**src/design/lap4et_pkg.sv**
```systemverilog
package lap4et_pkg;

  localparam int MaxWidth = 1024;
  localparam int ColW     = $clog2(MaxWidth);
  localparam int PixW     = 8;
  localparam int PackW    = 3 * PixW;
  localparam int EdgeW    = 11;
  localparam int MagW     = EdgeW - 1;
  localparam int WidthW   = 11;
  localparam int HeightW  = 16;
  localparam int ThrW     = 10;
  localparam int CfgDataW = 16;
  localparam int CfgIdxW  = 2;

  typedef enum logic [CfgIdxW-1:0] {
    CfgMode   = 2'd0,
    CfgWidth  = 2'd1,
    CfgHeight = 2'd2,
    CfgThresh = 2'd3
  } cfg_idx_t;

  typedef logic [PackW-1:0] pix_t;

  // stage 1: pixel waiting on line store read data
  typedef struct packed {
    pix_t            cur;
    logic [ColW-1:0] col;
    logic            prod;
    logic            last;
  } s1_t;

  // stage 2: per-channel responses
  typedef struct packed {
    logic signed [EdgeW-1:0] v0;
    logic signed [EdgeW-1:0] v1;
    logic signed [EdgeW-1:0] v2;
    logic                    prod;
    logic                    last;
  } lap_t;

  function automatic logic signed [EdgeW-1:0] lap_ch(
    input logic [PixW-1:0] c,
    input logic [PixW-1:0] u,
    input logic [PixW-1:0] d,
    input logic [PixW-1:0] l,
    input logic [PixW-1:0] r
  );
    logic [PixW+1:0] s;
    s = (PixW+2)'(u) + (PixW+2)'(d) + (PixW+2)'(l) + (PixW+2)'(r);
    return $signed({1'b0, c, 2'b00}) - $signed({1'b0, s});
  endfunction

  function automatic logic [MagW-1:0] mag(input logic signed [EdgeW-1:0] v);
    logic signed [EdgeW-1:0] n;
    n = -v;
    return v[EdgeW-1] ? n[MagW-1:0] : v[MagW-1:0];
  endfunction

endpackage

```
**src/design/lap4et_select.sv**
```systemverilog
module lap4et_select (
  input  logic                          clk,
  input  logic                          en,
  input  lap4et_pkg::lap_t              lap,
  input  logic                          color_mode,
  input  logic [lap4et_pkg::ThrW-1:0]   threshold,
  output logic signed [lap4et_pkg::EdgeW-1:0] edge_value,
  output logic                          frame_last
);
  import lap4et_pkg::*;

  logic [MagW-1:0]         a0, a1, a2, amax, m;
  logic signed [EdgeW+1:0] sum3;
  logic                    neg;
  logic signed [EdgeW-1:0] edge_nxt;
  logic signed [EdgeW-1:0] edge_r;
  logic                    last_r;

  always_comb begin
    a0   = mag(lap.v0);
    a1   = mag(lap.v1);
    a2   = mag(lap.v2);
    amax = a0;
    if (amax < a1) amax = a1;
    if (amax < a2) amax = a2;
    sum3 = (EdgeW+2)'(lap.v0) + (EdgeW+2)'(lap.v1) + (EdgeW+2)'(lap.v2);
    m    = color_mode ? amax : a0;
    neg  = color_mode ? sum3[EdgeW+1] : lap.v0[EdgeW-1];
    if (m <= MagW'(threshold)) begin
      edge_nxt = '0;
    end else if (neg) begin
      edge_nxt = -$signed({1'b0, m});
    end else begin
      edge_nxt = $signed({1'b0, m});
    end
  end

  always_ff @(posedge clk) begin
    if (en) begin
      edge_r <= edge_nxt;
      last_r <= lap.last;
    end
  end

  assign edge_value = edge_r;
  assign frame_last = last_r;

endmodule

```
**config.mk**
```make
export PLATFORM = sky130hd
export DESIGN_NAME = lap4et_select
export DESIGN_NICKNAME = d
export VERILOG_FILES = /design/src/design/lap4et_pkg.sv /design/src/design/lap4et_select.sv
export SDC_FILE = /design/constraint.sdc
export NUM_CORES = 1
export LEC_CHECK = 0
export BUFFER_PORTS_ARGS = -buffer_cell sky130_fd_sc_hd__buf_2
export CELL_PAD_IN_SITES_DETAIL_PLACEMENT = 1
export CELL_PAD_IN_SITES_GLOBAL_PLACEMENT = 2
export CORE_MARGIN = 10
export CORE_UTILIZATION = 34
export CTS_CLUSTER_DIAMETER = 40
export DETAILED_ROUTE_END_ITERATION = 16
export MAX_ROUTING_LAYER = met4
export PLACE_DENSITY = 0.82
export SYNTH_ARGS = -nofsm -noshare
export SYNTH_HDL_FRONTEND = slang
export SYNTH_SLANG_ARGS = --single-unit
```
**constraint.sdc**
```tcl
create_clock -name clk -period 7.55 [get_ports clk]
set_input_delay 0.3775 -clock clk [delete_from_list [all_inputs] [get_ports clk]]
set_output_delay 0.3775 -clock clk [all_outputs]
set_load 0.005 [all_outputs]
```
==> impl_metrics.json <==
{
  "seq_area_um2": 360,
  "status": "complete, no violations",
  "yosysSeqAreaShare": 0.121,
  "fmax_mhz": 144,
  "drt-met1-wl_um": 4250,
  "grt_pass1_vias": 3216,
  "drc_errors": 0,
  "detail-route-antenna-nets": 0,
  "fill_cells": 1070,
  "grt_max_degree": 23,
  "p_sw_frac": 0.473,
  "wirelength_um": 9330,
  "fin_crit_sh": 0.920,
  "p_per_area_mw_per_mm2": 175,
  "synth_top_area_frac": 0.172,
  "avgRoutedWirePerCell_um": 17.8,
  "synth_area_leaders": "ha_1, edfxtp_1, fa_1",
  "drive_gt1_frac": 0.233,
  "synthFlopType": "edfxtp_1",
  "cts_resized": 0,
  "tightestPinTransition_ps": 664,
  "cts_tree": "built",
  "critPathLaunchType": "input pin",
  "hold_violations": 0,
  "worstPathMaxFanout": 10,
  "nets": 516,
  "syn_nets": 454,
  "p_sw_w": 0.000288,
  "place_ws_ps": 320,
  "die_x_um": 114,
  "multi_input_area_mm2": 0.00248,
  "final_cell_area_mm2": 0.00348,
  "antenna_cells": 0,
  "finalWorstSetupSlack_ps": 606,
  "arrival_ps": 6940,
  "period_minus_slack_ps": 6940,
  "synth-edff-count": 12,
  "cts_setup_buffers": 0,
  "critPathTopFamily": "simple AND/OR/NAND/NOR gates",
  "synth_area_mm2": 0.00299,
  "power_frac_comb": 0.744,
  "io_pins": 60,
  "intPower_w": 0.000321,
  "synthCells": 355,
  "slowest_delay_ps": 470,
  "first_pass_iters": 4,
  "num_rows": 34,
  "yosys_register_bits": 12,
  "rsz0062_at_grt": "no",
  "clockBufferDepth": 2,
  "dr.first_iter.drc_count": 90,
  "highest_layer": "met4",
  "grt_first_pass_wirelength_um": 15700,
  "finalMaxSlewViolations": 0,
  "synth.avg_cell_area_um2": 8.42,
  "numCtsBuffers": 3,
  "die_area_mm2": 0.0129,
  "crit_type": "in2reg",
  "fp.coreArea_mm2": 0.00864,
  "vias": 2873,
  "via_per_inst": 5.48,
  "ctsHoldBuffers": 0,
  "syn_to_final_growth_pct": 16.4,
  "die_h_um": 114,
  "synth-async-reset-ratio": 0,
  "synth_cell_types": 67,
  "hp-class": "in2reg",
  "utilization": 0.403,
  "hpwl_um": 8320,
  "cts_root_buffer": "clkbuf_8",
  "antenna_found_initial": 0,
  "cp-end-kind": "register",
  "dr_wl_met2_um": 4700,
  "io_buffers": 58,
  "seqPwrFrac": 0.160,
  "p_leak_nw": 1.51,
  "met3_wirelength_um": 277,
  "clk_pin_slew_ps": 50,
  "synth_area_leader_cell": "ha_1",
  "ys_warn_count": 0,
  "setup_tns_ps": 0,
  "gp_congestion": 0.848,
  "start_util": 0.346,
  "crit_path_top_delay_cell": "or4_1",
  "place_area_mm2": 0.00344,
  "grt_overflow": 0,
  "irDropWorstVdd_uv": 45.6,
  "clkPwrFrac": 0.096,
  "htree_levels": 1,
  "finalSetupViolations": 0,
  "max_cap_viol_count": 0,
  "grt.total_usage": 0.147,
  "crit_buf_inv": 2,
  "timing.slew.headroom": 0.553,
  "critPathRequiredTime_ps": 7540,
  "clock_sinks": 12
}
## final timing paths
kind,endpoint,slack [ps],cells after the start,start
worst max-delay path,edge_value[7]$_SDFFCE_PP0P_,610,30,lap[13]
worst min-delay path,frame_last$_DFFE_PP_,320,1,lap[0]
## cell usage after synthesis, types with 3 or more instances
cell      count
ha_1         41
nor2_1       34
a21oi_1      28
nand2_1      27
inv_1        24
o21ai_0      16
xnor2_1      16
xor2_1       13
edfxtp_1     12
fa_1         10
a21o_1        9
o31ai_1       9
a211oi_1      7
a211oi_2      5
and2_1        5
and3_1        5
nand3_1       5
nand4_1       5
nor2b_1       5
o21a_1        5
clkbuf_1      4
nand2b_1      4
a211oi_4      3
a31oi_1       3
buf_2         3
o211ai_1      3
or3_1         3
or4_1         3
## registers in the layout, indices dropped and copies added, names as in the netlist
signal	flops
edge_value	11
frame_last	1
## final cells by class
type | instances | share of cell area
Clock buffer | 3 | 0.0119
Clock inverter | 1 | 0.00108
Inverter | 25 | 0.0269
Multi-Input combinational cell | 307 | 0.713
Sequential cell | 12 | 0.103
Tap cell | 108 | 0.0388
Timing Repair Buffer | 68 | 0.105
## logic make-up (layout without fill, tap and decap cells)
logic type	Yosys count	in the layout	share of synthesized area
muxes	2	2	0.00669
and+or+nand+nor	108	108	0.183
buffers and inverters	36	97	0.0494
adders and majority gates	51	51	0.238
DFF	12	12	0.121
xor gates and xnor gates	29	29	0.0849
AOI/OAI and AO/OA	117	117	0.317
## power by group through the flow
stage / logic [W] / registers (W) / clock network, W
global placement: 0.000441 / 0.0000981 / 0
finish: 0.000453 / 0.0000977 / 0.0000584
CTS: 0.000459 / 0.0000983 / 0.0000601
detailed placement: 0.000457 / 0.0000996 / 0
global route: 0.000511 / 0.0000990 / 0.0000631
floorplan: 0.000310 / 0.000102 / 0
## layer usage
layer  up-vias  global-route usage
li1       1441                   -
met1      1379               0.175
met2        46               0.260
met3         7              0.0178
met4         0              0.0292
met5         -                   -
## cell usage in the layout, fill, tap and decap left out, types with 7 or more instances in the layout
cell,count
a21o_1,9
a211oi_1,7
nor2_1,34
o31ai_1,9
xnor2_1,16
xor2_1,13
o21ai_0,16
a21oi_1,28
fa_1,10
nand2_1,27
edfxtp_1,12
buf_4,10
buf_2,58
ha_1,41
inv_1,24
## per-stage QoR
| stage | power (W) | cells | hold WS, ps |
|---|---|---|---|
| CTS | 0.000617 | 524 | 316 |
| detailed placement | 0.000556 | 520 | 566 |
| finish | 0.000609 | 524 | 318 |
| global route | 0.000673 | 524 | 315 |
| floorplan | 0.000411 | 355 | 476 |
| global placement | 0.000539 | 520 | 559 |
Power figures use the tool's default switching activity.
