==> src/design/lap4et_pkg.sv <==
package lap4et_pkg;

  localparam int MaxWidth = 1024;
  localparam int ColW     = $clog2(MaxWidth);
  localparam int PixW     = 8;
  localparam int PackW    = 3 * PixW;
  localparam int EdgeW    = 11;
  localparam int MagW     = EdgeW - 1;
  localparam int WidthW   = 11;
  localparam int HeightW  = 16;
  localparam int ThrW     = 10;
  localparam int CfgDataW = 16;
  localparam int CfgIdxW  = 2;

  typedef enum logic [CfgIdxW-1:0] {
    CfgMode   = 2'd0,
    CfgWidth  = 2'd1,
    CfgHeight = 2'd2,
    CfgThresh = 2'd3
  } cfg_idx_t;

  typedef logic [PackW-1:0] pix_t;

  // stage 1: pixel waiting on line store read data
  typedef struct packed {
    pix_t            cur;
    logic [ColW-1:0] col;
    logic            prod;
    logic            last;
  } s1_t;

  // stage 2: per-channel responses
  typedef struct packed {
    logic signed [EdgeW-1:0] v0;
    logic signed [EdgeW-1:0] v1;
    logic signed [EdgeW-1:0] v2;
    logic                    prod;
    logic                    last;
  } lap_t;

  function automatic logic signed [EdgeW-1:0] lap_ch(
    input logic [PixW-1:0] c,
    input logic [PixW-1:0] u,
    input logic [PixW-1:0] d,
    input logic [PixW-1:0] l,
    input logic [PixW-1:0] r
  );
    logic [PixW+1:0] s;
    s = (PixW+2)'(u) + (PixW+2)'(d) + (PixW+2)'(l) + (PixW+2)'(r);
    return $signed({1'b0, c, 2'b00}) - $signed({1'b0, s});
  endfunction

  function automatic logic [MagW-1:0] mag(input logic signed [EdgeW-1:0] v);
    logic signed [EdgeW-1:0] n;
    n = -v;
    return v[EdgeW-1] ? n[MagW-1:0] : v[MagW-1:0];
  endfunction

endpackage

==> src/design/lap4et_window.sv <==
module lap4et_window (
  input  logic                    clk,
  input  logic                    en,
  input  lap4et_pkg::s1_t         s1,
  input  lap4et_pkg::pix_t        rd_up,
  input  lap4et_pkg::pix_t        rd_mid,
  output lap4et_pkg::lap_t        lap
);
  import lap4et_pkg::*;

  pix_t up0_r, mid0_r, mid1_r, cur0_r;
  lap_t lap_r;
  lap_t lap_nxt;

  always_comb begin
    lap_nxt.v0   = lap_ch(mid0_r[PixW-1:0], up0_r[PixW-1:0], cur0_r[PixW-1:0],
                          mid1_r[PixW-1:0], rd_mid[PixW-1:0]);
    lap_nxt.v1   = lap_ch(mid0_r[2*PixW-1:PixW], up0_r[2*PixW-1:PixW],
                          cur0_r[2*PixW-1:PixW], mid1_r[2*PixW-1:PixW],
                          rd_mid[2*PixW-1:PixW]);
    lap_nxt.v2   = lap_ch(mid0_r[3*PixW-1:2*PixW], up0_r[3*PixW-1:2*PixW],
                          cur0_r[3*PixW-1:2*PixW], mid1_r[3*PixW-1:2*PixW],
                          rd_mid[3*PixW-1:2*PixW]);
    lap_nxt.prod = s1.prod;
    lap_nxt.last = s1.last;
  end

  always_ff @(posedge clk) begin
    if (en) begin
      up0_r  <= rd_up;
      mid1_r <= mid0_r;
      mid0_r <= rd_mid;
      cur0_r <= s1.cur;
      lap_r  <= lap_nxt;
    end
  end

  assign lap = lap_r;

endmodule

==> config.mk <==
export PLATFORM = sky130hd
export DESIGN_NAME = lap4et_window
export DESIGN_NICKNAME = d
export VERILOG_FILES = /design/src/design/lap4et_pkg.sv /design/src/design/lap4et_window.sv
export SDC_FILE = /design/constraint.sdc
export NUM_CORES = 1
export LEC_CHECK = 0
export BUFFER_PORTS_ARGS = -buffer_cell sky130_fd_sc_hd__buf_2
export CORE_AREA = 5 5 115 139
export DETAILED_ROUTE_END_ITERATION = 7
export DIE_AREA = 0 0 120 144
export HOLD_SLACK_MARGIN = 0.03
export PLACE_DENSITY = 0.73
export RECOVER_POWER = 100
export SLEW_MARGIN = 0
export SYNTH_ARGS = -nofsm -noshare
export SYNTH_HDL_FRONTEND = slang
export SYNTH_SLANG_ARGS = --single-unit
==> constraint.sdc <==
create_clock -name clk -period 4.25 [get_ports clk]
set_input_delay 0 -clock clk [delete_from_list [all_inputs] [get_ports clk]]
set_output_delay 0 -clock clk [all_outputs]
set_load 0.03 [all_outputs]
==> results of run 1 <==
## synthesized netlist by cell type (2+ instances only)
cell and number:
a211oi_1 3, o31a_1 2, fa_1 69, and3_1 3
and2_1 2, nor2b_1 5, ha_1 39, o41ai_2 2
nand2_1 7, xnor2_1 10, nor3_2 2, o21ai_0 7
nor2_1 15, a211oi_2 3, nor3_1 8, o21bai_1 2
inv_1 155, a21oi_1 14, a31oi_1 2, a21o_1 8
nand3b_1 2, nand4_1 3, o21ai_1 3, edfxtp_1 131
xor2_1 9, nand2b_1 4, nand3_1 9
## cells by family (layout without fill, tap and decap cells)
kind of cell,Yosys count,in the layout
XOR/XNOR,19,19
flip-flops,131,131
adder cells (fa/ha/maj),108,108
AO/OA/AOI/OAI,58,58
AND/OR/NAND/NOR,63,63
buffers and inverters,156,372
## critical path, stage by stage, from the launching register on
cell and delay (ns):
edfxtp_1 0.38, inv_1 0.10, fa_1 0.42, inv_1 0.08
fa_1 0.42, fa_1 0.49, inv_1 0.04, ha_1 0.33
nor2_1 0.08, a2111oi_0 0.70, nor3_1 0.10, nand3b_1 0.19
## metal layers
metal | vias to the layer above | wire length [µm] | track usage, %
li1 | 2172 | - | -
met1 | 2203 | 5270 | 19.1
met2 | 126 | 7420 | 31.6
met3 | 22 | 694 | 4.54
met4 | 0 | 245 | 6.03
met5 | - | 0 | 0
## registers in the layout, indices dropped and copies added (netlist names)
| signal | cells |
|---|---|
| lap | 35 |
| cur0_r | 24 |
| mid0_r | 24 |
| mid1_r | 24 |
| up0_r | 24 |
## through the flow
stage / instances / utilization, % / power, µW / hold slack [ns] / worst slack [ns]
after CTS: 929 / 64.4 / 6010 / 0.196 / 0.879
after global placement: 824 / 55.4 / 4420 / 0.177 / 0.964
after detailed placement: 824 / 55.4 / 4500 / 0.178 / 0.903
after floorplan: 535 / - / 3900 / 0.0989 / 1.07
final: 929 / 63.4 / 5840 / 0.285 / 0.672
after global routing: 929 / 63.4 / 6280 / 0.277 / 0.452
## power by group through the flow
stage          Sequential, µW  Combinational, µW  Clock [µW]
2_1_floorplan            2210               1690           0
3_3_place_gp             1890               2530           0
3_5_place_dp             1900               2600           0
4_1_cts                  1880               2690        1440
5_1_grt                  1910               2870        1500
6_report                 1880               2550        1410
## placed cells by master (no fill, tap or decap), types with 3 or more instances in the layout
cell type / n
clkbuf_1: 60
clkinv_4: 4
ha_1: 39
nor2_1: 15
buf_2: 50
clkinvlp_4: 3
a21oi_1: 15
xor2_1: 9
fa_1: 69
clkbuf_16: 17
a211oi_1: 4
nand2_1: 7
edfxtp_1: 131
and3_1: 3
dlygate4sd3_1: 74
a21o_1: 8
nor3_1: 9
nor2b_1: 5
nand3_1: 9
nand4_1: 3
xnor2_1: 10
clkinv_2: 4
o21ai_0: 9
nand2b_1: 4
inv_1: 155
## final cells by class
cell class                      instances  area share (%)
Tap cell                              178            2.40
Clock inverter                         14            1.52
Sequential cell                       131            42.3
Timing Repair Buffer                  186            13.2
Inverter                              155            6.26
Clock buffer                           17            4.58
Multi-Input combinational cell        248            29.7
## how the worst max path moves through the flow
stage / cells past startpoint / to / slack, ns
6_report: 11 / lap[31] / 0.67
5_1_grt: 11 / lap[31] / 0.45
4_1_cts: 11 / lap[20] / 0.88
3_5_place_dp: 11 / lap[20] / 0.90
3_3_place_gp: 11 / lap[23] / 0.96
2_1_floorplan: 11 / lap[23] / 1.07
## what timing repair did
item | CTS | global route
setup endpoints to repair | 0 | 0
endpoints found under the hold margin | 74 | 0
hold buffers | 74 | 0
==> summary.md, run 1 <==
| Metric | Value |
|---|---|
| Post-synth top area share | 53.6% |
| Register bit total from synthesis | 131 |
| Setup CP Type | register to register |
| Setup Viol. Count Final | 0 |
| Final worst-path cycle share | 84.2% |
| Ys flop type | edfxtp_1 |
| Fmax | 0.279 GHz |
| Area growth syn-to-layout | 26.7% |
| Syn_nets | 729 |
| Synth area leaders | edfxtp_1 54%, fa_1 19%, inv_1 7.9% |
| Leak pwr | 0.00410 µW |
| Maxcap violations | 1 |
| Clk buf depth | 2 |
| Violated checks | capacitance limit, slew limit |
| Count of cell types in the netlist | 43 |
| CP arrival | 3.74 ns |
| Clk slew on worst S/H paths | 0.06 ns |
| Post-route ant nets | 0 |
| Vias/cell | 4.87 |
| Yosys Warn Count | 0 |
| Maximum number of pins on one net before global-route repair | 64 |
| Worst-Skew Late Latency | 0.42 ns |
| Reg2reg setup slack | 0.67 ns |
| Die W | 120 µm |
| Slew HR | -122% |
| FFs w/ async S/R, synth | 0% |
| Register area share after synthesis | 53.6% |
| Sw Ratio | 37.4% |
| Avg Inst Size Synth | 13.7 µm² |
| Final WL | 13600 µm |
| Num CTS Buffers | 17 |
| Initial drt markers | 171 |
| H-tree lvl count | 4 |
| Cell area after layout | 9300 µm² |
| Min Tclk post-route | 3.58 ns |
| Core footprint | 14700 µm² |
| # clock sinks | 131 |
| CTS Root Cell | clkbuf_16 |
| Clock share of power | 24.1% |
| Compound-gate portion of the synthesized area | 6.16% |
| XOR/XNOR share of the synthesized area | 2.27% |
| Row cnt | 49 |
| Final nets | 933 |
| CTS resizes | 0 |
| GRT Util Overall | 17.1% |
| Net Sw Power | 2180 µW |
| Worst Hold Path Cells | 2 |
| Antenna violations before repair | 0 |
| I/O pins | 121 |
| Hold path start | rd_up[22] |
| R2R depth | 11 |
| Share of cells above drive strength 1 | 11.6% |
| Fin Setup TNS | 0 ns |
| CP startpoint | cur0_r[3] |
| Critical Path Fanout Max | 4 |
| Largest family of logic cells by synthesized area | adder cells |
| TritonCTS clock tree | built |
| CP Capture Type | register |
| Hold Fails Final Rpt | 0 |
| Post-place instance area | 8120 µm² |
| Die Ht | 144 µm |
| Synthesized-area fraction occupied by adder cells | 25.5% |
| Port buffer count | 110 |
| Int Pwr | 3660 µW |
| Setup Fix Bufs, Post-CTS | 0 |
| Multi-input gate area | 2770 µm² |
| Worst slew pin tran | 3.34 ns |
| # diodes | 0 |
| Setup Skew | 0.00941 ns |
| Hold Path End | up0_r[22] |
| Post-synthesis cell count | 535 |
| Final Wtd Congestion | 0.815 |
| Slew Limit Fails | 64 |
| Global route overflow | 0 |
| Part of the power in registers | 32.2% |
| Post-detail-place hpwl | 9520 µm |
| Number of flops mapped to enable cells by yosys | 131 |
| Die area | 17300 µm² |
| Status | finished, violations left |
| R2R Path End | lap[31] |
| WP data required | 4.41 ns |
| PwrDens | 628 nW/µm² |
| Mux share of post-synthesis cell area | 0% |
| Worst Hold Class | input pin to register |
| Critical path launch point type | register |
| Area share of and/or/nand/nor cells after synthesis | 4.50% |
| Initial core utilization | 50.1% |
| Mapped cell area | 7340 µm² |
| First-pass GRT wire length | 23100 µm |
| Residual DRC | 0 |
| VDD IR max | 0.488 mV |
| Gate power share | 43.7% |
| Reg area | 3930 µm² |
| Reg-to-reg critical path startpoint | cur0_r[3] |
| Fillcell total | 1136 |
| Mean routed wirelength per cell | 14.7 µm |
| RSZ-0062 raised after global routing | no |
| Total vias in the final route | 4523 |
| Synth area leader | edfxtp_1 |
| Drt pass-1 iters | 4 |
| Vias in the first global route | 5030 |
(Power assumes the default switching activity.)
==> run 2: changes to the inputs <==
--- a/config.mk
+++ b/config.mk
@@ -5,12 +5,13 @@
 export SDC_FILE = /design/constraint.sdc
 export NUM_CORES = 1
 export LEC_CHECK = 0
+export ABC_AREA = 1
 export BUFFER_PORTS_ARGS = -buffer_cell sky130_fd_sc_hd__buf_2
 export CORE_AREA = 5 5 115 139
 export DETAILED_ROUTE_END_ITERATION = 7
 export DIE_AREA = 0 0 120 144
 export HOLD_SLACK_MARGIN = 0.03
-export PLACE_DENSITY = 0.73
+export PLACE_DENSITY = 0.76
 export RECOVER_POWER = 100
 export SLEW_MARGIN = 0
 export SYNTH_ARGS = -nofsm -noshare
==> constraint.sdc (replaced) <==
create_clock -name clk -period 3.2 [get_ports clk]
set_input_delay 0 -clock clk [delete_from_list [all_inputs] [get_ports clk]]
set_output_delay 0 -clock clk [all_outputs]
set_load 0.03 [all_outputs]
==> run 2 against run 1 <==
Net effect: critical path type unchanged; register-to-register slack lost 0.58 ns; the run still ends with capacitance limit, slew limit left; synthesized cell count rose by 15%; cell count increased by 9.5%.
==> summary.md, run 2 <==
| Metric | Value |
|---|---|
| Initial drt markers | 229 (+34%) |
| Ys flop type | edfxtp_1 |
| Num CTS Buffers | 17 (unchanged) |
| GRT Util Overall | 18.0% (+0.93 points) |
| Worst Hold Path Cells | 2 (unchanged) |
| WP data required | 3.37 ns (-1.04 ns) |
| Worst Hold Class | input pin to register |
| Area growth syn-to-layout | 30.2% |
| Crit-path cells | fa_1 -> fa_1 -> inv_1 -> fa_1 -> ha_1 -> nand2_1 -> inv_1 -> a21oi_1 -> nand3_1 -> nand2_1 -> nand2_1 |
| Register area share after synthesis | 53.2% (-0.37 points) |
| # clock sinks | 131 (unchanged) |
| # diodes | 0 (unchanged) |
| Min Tclk post-route | 3.11 ns (-0.471 ns) |
| Syn_nets | 811 (+11%) |
| Mapped cell area | 7390 µm² (+0.70%) |
| Final nets | 1020 (+9.3%) |
| Register bit total from synthesis | 131 (unchanged) |
| Count of cell types in the netlist | 20 (-53%) |
| First-pass GRT wire length | 23900 µm (+3.5%) |
| FFs w/ async S/R, synth | 0% (unchanged) |
| Clk buf depth | 2 (unchanged) |
| Slowest stage cell, crit path | fa_1 |
| Final WL | 14900 µm (+9.0%) |
| Setup Skew | 0.00537 ns (-0.00404 ns) |
| Critical path launch point type | register |
| Sw Ratio | 38.4% (+1.0 points) |
| Total vias in the final route | 4824 (+6.7%) |
| Violated checks | capacitance limit, slew limit |
| Slew Limit Fails | 64 (unchanged) |
| I/O pins | 121 (unchanged) |
| Commonest cells after routing, fill and taps aside | 183 x inv_1, 131 x edfxtp_1, 97 x nand2_1 |
| Cell area after layout | 9620 µm² (+3.5%) |
| Most common cell after layout, fill and taps aside | inv_1 |
| R2R Path End | lap[11] |
| Hold path start | s1[1] |
| CP arrival | 3.28 ns (-0.46 ns) |
| Clk slew on worst S/H paths | 0.06 ns (about the same) |
| R2R depth | 11 (unchanged) |
| Fillcell total | 1043 (-8.2%) |
| Slowest stage delay, CP | 0.50 ns (-0.20 ns) |
| Reg-to-reg critical path startpoint | mid1_r[23] |
| Slew HR | -8.81% (+110 points) |
| Residual DRC | 0 (unchanged) |
| Synth area leader | edfxtp_1 |
| Overall Power | 8140 µW (+39%) |
| Vias/cell | 4.74 (-2.6%) |
| PwrDens | 847 nW/µm² (+35%) |
| Row cnt | 49 (unchanged) |
| Critical Path Fanout Max | 4 (unchanged) |
| H-tree lvl count | 4 (unchanged) |
| Status | finished, violations left |
| Avg Inst Size Synth | 12.0 µm² (-13%) |
| Final Wtd Congestion | 0.793 (-2.7%) |
| Setup CP Type | register to register |
| Worst Path Buf+Inv | 2 (-1) |
| Setup Viol. Count Final | 0 (unchanged) |
| VDD IR max | 0.640 mV (+31%) |
| Post-route ant nets | 0 (unchanged) |
| Fmax | 0.322 GHz (+15%) |
| Leak pwr | 0.00443 µW (+8.1%) |
| Part of the power in registers | 30.5% (-1.7 points) |
| Share of cells above drive strength 1 | 13.3% (+1.8 points) |
| Mean routed wirelength per cell | 14.6 µm (-0.45%) |
| Worst hold margin | 0.287 ns (+0.00189 ns) |
| Maxcap violations | 1 (unchanged) |
| Commonest cells in the netlist | 183 x inv_1, 131 x edfxtp_1, 98 x nand2_1 |
| Final worst-path cycle share | 97.1% (+13 points) |
| TritonCTS clock tree | built |
| Post-place instance area | 8200 µm² (+0.94%) |
| Global route overflow | 0 (unchanged) |
| Post-detail-place hpwl | 9540 µm (+0.19%) |
| Final core occ | 65.7% (+2.2 points) |
| Clock share of power | 24.0% (about the same) |
| Die area | 17300 µm² (unchanged) |
| Worst slew pin tran | 1.63 ns (-1.70 ns) |
| Initial core utilization | 50.4% (+0.35 points) |
| Max FFs per register | 35 (unchanged) |
| Vias in the first global route | 5155 (+2.5%) |
| Most frequent cell after synthesis | inv_1 |
| Yosys Warn Count | 0 (unchanged) |
| Crit path max-delay family | adder cells |
| CTS Root Cell | clkbuf_16 |
| Port buffer count | 110 (unchanged) |
| Number of flops mapped to enable cells by yosys | 131 (unchanged) |
| Die Ht | 144 µm (unchanged) |
| Hold Path End | lap[1] |
| Net Sw Power | 3130 µW (+43%) |
| Post-synthesis cell count | 617 (+15%) |
| Maximum number of pins on one net before global-route repair | 64 (unchanged) |
| Hold Fails Final Rpt | 0 (unchanged) |
| Drt pass-1 iters | 4 (unchanged) |
| CP Capture Type | register |
| Gate power share | 45.4% (+1.7 points) |
| Worst-Skew Late Latency | 0.42 ns (about the same) |
| Int Pwr | 5020 µW (+37%) |
| Synth area leaders | edfxtp_1 53%, fa_1 19%, inv_1 9.3% |
| Die W | 120 µm (unchanged) |
| Antenna violations before repair | 0 (unchanged) |
| Post-synth top area share | 53.2% (-0.37 points) |
| Core footprint | 14700 µm² (unchanged) |
| Reg2reg setup slack | 0.09 ns (-0.58 ns) |
-- run 2: cell types whose count changed after synthesis, sizes merged, moves of 3 or more --
cell,delta
nor2,+12
a21o,-8
nand2,+92
nor3,-8
o21ai,-7
nor2b,-5
xnor2,-9
nand2b,-4
xor2,+3
and3,-3
nand3,+14
inv,+28
a211oi,-6
-- run 2: cell type report --
type | instances | area (µm²) | share of cell area (%)
Sequential cell | 131 | 3930 | 40.9
Multi-Input combinational cell | 303 | 2930 | 30.4
Timing Repair Buffer | 190 | 1250 | 13.0
Inverter | 183 | 687 | 7.14
Clock buffer | 19 | 433 | 4.50
Tap cell | 178 | 223 | 2.31
Clock inverter | 13 | 160 | 1.66
-- run 2: worst max-delay path by stage --
stage,depth (start not counted),from,slack (ns),endpoint
6_report,11,mid1_r[23],0.09,lap[11]
5_1_grt,11,mid1_r[23],-0.06,lap[11]
4_1_cts,13,mid1_r[13],0.02,lap[21]
3_5_place_dp,13,mid1_r[12],0.07,lap[20]
3_3_place_gp,12,mid1_r[11],0.1,lap[19]
2_1_floorplan,13,mid1_r[12],0.18,lap[20]
-- run 2: kinds of logic after synthesis --
family / count (synthesis) / share of synthesized area (%)
DFF: 131 / 53.2
buffers and inverters: 183 / 9.30
xor gates and xnor gates: 13 / 1.54
and+or+nand+nor: 158 / 8.77
adders and majority gates: 108 / 25.3
AOI/OAI and AO/OA: 24 / 1.86
-- run 2: metrics by stage --
| stage | setup slack [ns] | std cells | TNS [ns] |
|---|---|---|---|
| 2_1_floorplan | 0.183 | 617 | 0 |
| 6_report | 0.0926 | 1017 | 0 |
| 3_3_place_gp | 0.0957 | 908 | 0 |
| 5_1_grt | -0.0562 | 1017 | -0.0655 |
| 3_5_place_dp | 0.0653 | 908 | 0 |
| 4_1_cts | 0.0151 | 1014 | 0 |
-- run 2: power by group through the flow --
stage	Clock, µW	Combinational [µW]	Sequential, µW
6_report	1960	3700	2480
5_1_grt	2080	4140	2520
3_5_place_dp	0	3280	2510
2_1_floorplan	0	2050	2920
3_3_place_gp	0	3200	2500
4_1_cts	1990	3390	2480
-- run 2: worst reg2reg max path: cells and delay by family, from the launching register on --
| kind | cells | cell delay, ns |
|---|---|---|
| fa+ha+maj | 4 | 1.76 |
| flops | 1 | 0.40 |
| simple gates | 4 | 0.39 |
| compound gates | 1 | 0.22 |
| buf+inv | 2 | 0.10 |
-- run 2: layer usage --
| metal | routed length, µm | global-route usage [%] | part of all wire, % | vias up |
|---|---|---|---|---|
| met2 | 8280 | 33.6 | 56 | 128 |
| met3 | 642 | 4.73 | 4.3 | 18 |
| li1 | - | - | - | 2341 |
| met1 | 5730 | 20.0 | 39 | 2337 |
| met5 | 0 | 0 | 0 | - |
| met4 | 202 | 6.09 | 1.4 | 0 |
-- run 2: timing repair --
action,4_1_cts,5_1_grt
hold buffers,74,0
resized for setup,0,26
endpoints found under the setup margin,0,16
hold endpoints to repair,74,0
setup buffers,0,3
==> run 3: changes to the inputs <==
--- a/config.mk
+++ b/config.mk
@@ -11,7 +11,7 @@
 export DETAILED_ROUTE_END_ITERATION = 7
 export DIE_AREA = 0 0 120 144
 export HOLD_SLACK_MARGIN = 0.03
-export PLACE_DENSITY = 0.76
+export PLACE_DENSITY = 0.84
 export RECOVER_POWER = 100
 export SLEW_MARGIN = 0
 export SYNTH_ARGS = -nofsm -noshare
==> run 3 against run 2 <==
Net effect: critical path type unchanged; routed wire length up 6.6%; clock skew up 0.0032 ns; fmax down 0.73%; critical path depth increased by 1; the run still ends with capacitance limit, slew limit left; first-iteration DRC count is 1.7% higher; global-route usage up 0.46 points; via count increased by 2.3%; sequential share of layout area shrank 0.13 points; utilization grew 0.21 points; hold slack gained 0.0082 ns; register-to-register slack lost 0.02 ns; die area stayed put; largest cell class unchanged; highest routed layer is now met5.
==> summary.md, run 3 (same netlist as run 2, synthesis figures left out) <==
| Metric | Value |
|---|---|
| Crit-path cells | inv_1 -> fa_1 -> inv_1 -> fa_1 -> fa_1 -> inv_1 -> ha_4 -> nand2_1 -> nor2_2 -> nand3_1 -> nand4_1 -> nand2_1 |
| Worst Hold Class | input pin to register |
| Hold Fails Final Rpt | 0 (unchanged) |
| Num CTS Buffers | 17 (unchanged) |
| Met1 WL | 5990 µm (+4.6%) |
| Gate power share | 47.1% (+1.7 points) |
| Initial core utilization | 50.4% (unchanged) |
| Final worst slack | 0.0697 ns (-0.0230 ns) |
| Min Tclk post-route | 3.13 ns (+0.0230 ns) |
| Post-route ant nets | 0 (unchanged) |
| Post-detail-place hpwl | 10200 µm (+6.7%) |
| Row cnt | 49 (unchanged) |
| Maxcap violations | 1 (unchanged) |
| Final nets | 1020 (unchanged) |
| Clk buf depth | 2 (unchanged) |
| Critical Path Fanout Max | 5 (+1) |
| Part of the power in registers | 29.9% (-0.6 points) |
| Slew HR | -3.61% (+5.2 points) |
| Commonest cells after routing, fill and taps aside | 183 x inv_1, 131 x edfxtp_1, 96 x nand2_1 |
| WP data required | 3.37 ns (about the same) |
| Final worst-path cycle share | 97.8% (+0.72 points) |
| TritonCTS clock tree | built |
| Status | finished, violations left |
| Die W | 120 µm (unchanged) |
| Non-filler cells, final | 1018 (+0.098%) |
| Fillcell total | 1049 (+0.58%) |
| Sw Ratio | 38.9% (+0.46 points) |
| Setup CP Type | register to register |
| CTS Root Cell | clkbuf_16 |
| Overall Power | 8300 µW (+1.9%) |
| CP Capture Type | register |
| Max FFs per register | 35 (unchanged) |
| Slew Limit Fails | 62 (-3.1%) |
| Highest routed layer | met5 |
| I/O pins | 121 (unchanged) |
| Critical path launch point type | register |
| Most common cell after layout, fill and taps aside | inv_1 |
| Worst slack, placed | 0.0209 ns (-0.0444 ns) |
| Drt pass-1 iters | 5 (+1) |
| Net Sw Power | 3230 µW (+3.2%) |
| # clock sinks | 131 (unchanged) |
| Final Wtd Congestion | 0.850 (+7.2%) |
| Worst-Skew Late Latency | 0.42 ns (about the same) |
| CP arrival | 3.30 ns (+0.02 ns) |
| Placed insts | 908 (unchanged) |
| GRT Util Overall | 18.5% (+0.46 points) |
| VDD IR max | 0.523 mV (-18%) |
| Core footprint | 14700 µm² (unchanged) |
| Fin Setup TNS | 0 ns (unchanged) |
| Vias in the first global route | 5291 (+2.6%) |
| Leak pwr | 0.00443 µW (-0.17%) |
| Mean routed wirelength per cell | 15.6 µm (+6.5%) |
| Clock share of power | 23.0% (-1.0 points) |
| Setup Skew | 0.00858 ns (+0.00322 ns) |
| Die Ht | 144 µm (unchanged) |
| Antenna violations before repair | 2 (+2) |
| Met3 WL | 715 µm (+11%) |
| Initial drt markers | 233 (+1.7%) |
| DR WL met2 | 8510 µm (+2.7%) |
| Share of cells above drive strength 1 | 12.9% (-0.48 points) |
| Die area | 17300 µm² (unchanged) |
| Area growth syn-to-layout | 30.6% |
| Violated checks | capacitance limit, slew limit |
| Maximum number of pins on one net before global-route repair | 62 (-3.1%) |
| First-pass GRT wire length | 24600 µm (+2.8%) |
| Setup Viol. Count Final | 0 (unchanged) |
| Worst Path Buf+Inv | 3 (+1) |
| Global route overflow | 0 (unchanged) |
| Slowest stage delay, CP | 0.51 ns (about the same) |
| Port buffer count | 110 (unchanged) |
| Fmax | 0.319 GHz (-0.73%) |
| Worst slew pin tran | 1.55 ns (-0.0780 ns) |
| Vias/cell | 4.85 (+2.2%) |
| Slowest stage cell, crit path | fa_1 |
| PwrDens | 860 nW/µm² (+1.6%) |
| Residual DRC | 0 (unchanged) |
| H-tree lvl count | 4 (unchanged) |
| Int Pwr | 5080 µW (+1.2%) |
| Final WL | 15800 µm (+6.6%) |
| Clk slew on worst S/H paths | 0.06 ns (about the same) |
| Total vias in the final route | 4934 (+2.3%) |
| Crit path max-delay family | adder cells |
[run 3: changes by cell type in the layout (fill, tap and decap cells not counted), sizes merged]
cell / delta
clkinvlp: -2
buf: -3
inv: -1
clkbuf: +3
clkinv: +3
diode: +1
[run 3: path summary, 6_finish.rpt]
| check | from | end | slack (ns) | depth (start not counted) |
|---|---|---|---|---|
| max | mid1_r[5] | lap[33] | 0.07 | 12 |
| max reg2reg | mid1_r[5] | lap[33] | 0.07 | 12 |
| min | s1[19] | cur0_r[7] | 0.30 | 2 |
| min reg2reg | mid0_r[10] | mid1_r[10] | 0.44 | 0 |
[run 3: layout make-up]
| class | count | area, µm² | share of cell area [%] |
|---|---|---|---|
| sequential | 131 | 3930 | 40.8 |
| antenna | 1 | 2.50 | 0.0259 |
| tap | 178 | 223 | 2.31 |
| inverter | 183 | 687 | 7.12 |
| timing repair buffer | 190 | 1250 | 12.9 |
| clock inverter | 13 | 141 | 1.46 |
| multi-input combinational | 303 | 2980 | 30.9 |
| clock buffer | 19 | 433 | 4.49 |
[run 3: timing repair]
item / in CTS / in global routing
cloned: 0 / 0
resized for setup: 1 / 30
hold endpoints to repair: 74 / 0
endpoints found under the setup margin: 1 / 14
hold buffers: 74 / 0
pin swaps: 0 / 7
buffers inserted: 0 / 3
[run 3: worst register-to-register path: cells and delay by family, from the launching register on]
family	cells	cell delay, ns
buffers and inverters	3	0.19
adder cells (fa/ha/maj)	4	1.76
flip-flops	1	0.36
AND/OR/NAND/NOR	5	0.57
[run 3: power by group through the flow]
| stage | clock network (µW) | logic, µW | registers (µW) |
|---|---|---|---|
| after floorplan | 0 | 2050 | 2920 |
| after global placement | 0 | 3160 | 2500 |
| after detailed placement | 0 | 3280 | 2510 |
| after CTS | 1940 | 3410 | 2480 |
| after global routing | 2030 | 4330 | 2510 |
| final | 1910 | 3910 | 2490 |
[run 3: per-layer routing]
layer / GRT usage [%] / up-vias
li1: - / 2336
met1: 19.7 / 2398
met2: 33.6 / 146
met3: 5.28 / 52
met4: 8.99 / 2
met5: 0 / -
[run 3: metrics by stage]
step	instance area [µm²]	utilization (%)	hold slack, ns
floorplan	7390	-	0.0989
global placement	8190	55.9	0.176
detailed placement	8190	55.9	0.178
CTS	9510	64.9	0.202
global route	9650	65.9	0.280
finish	9650	65.9	0.296
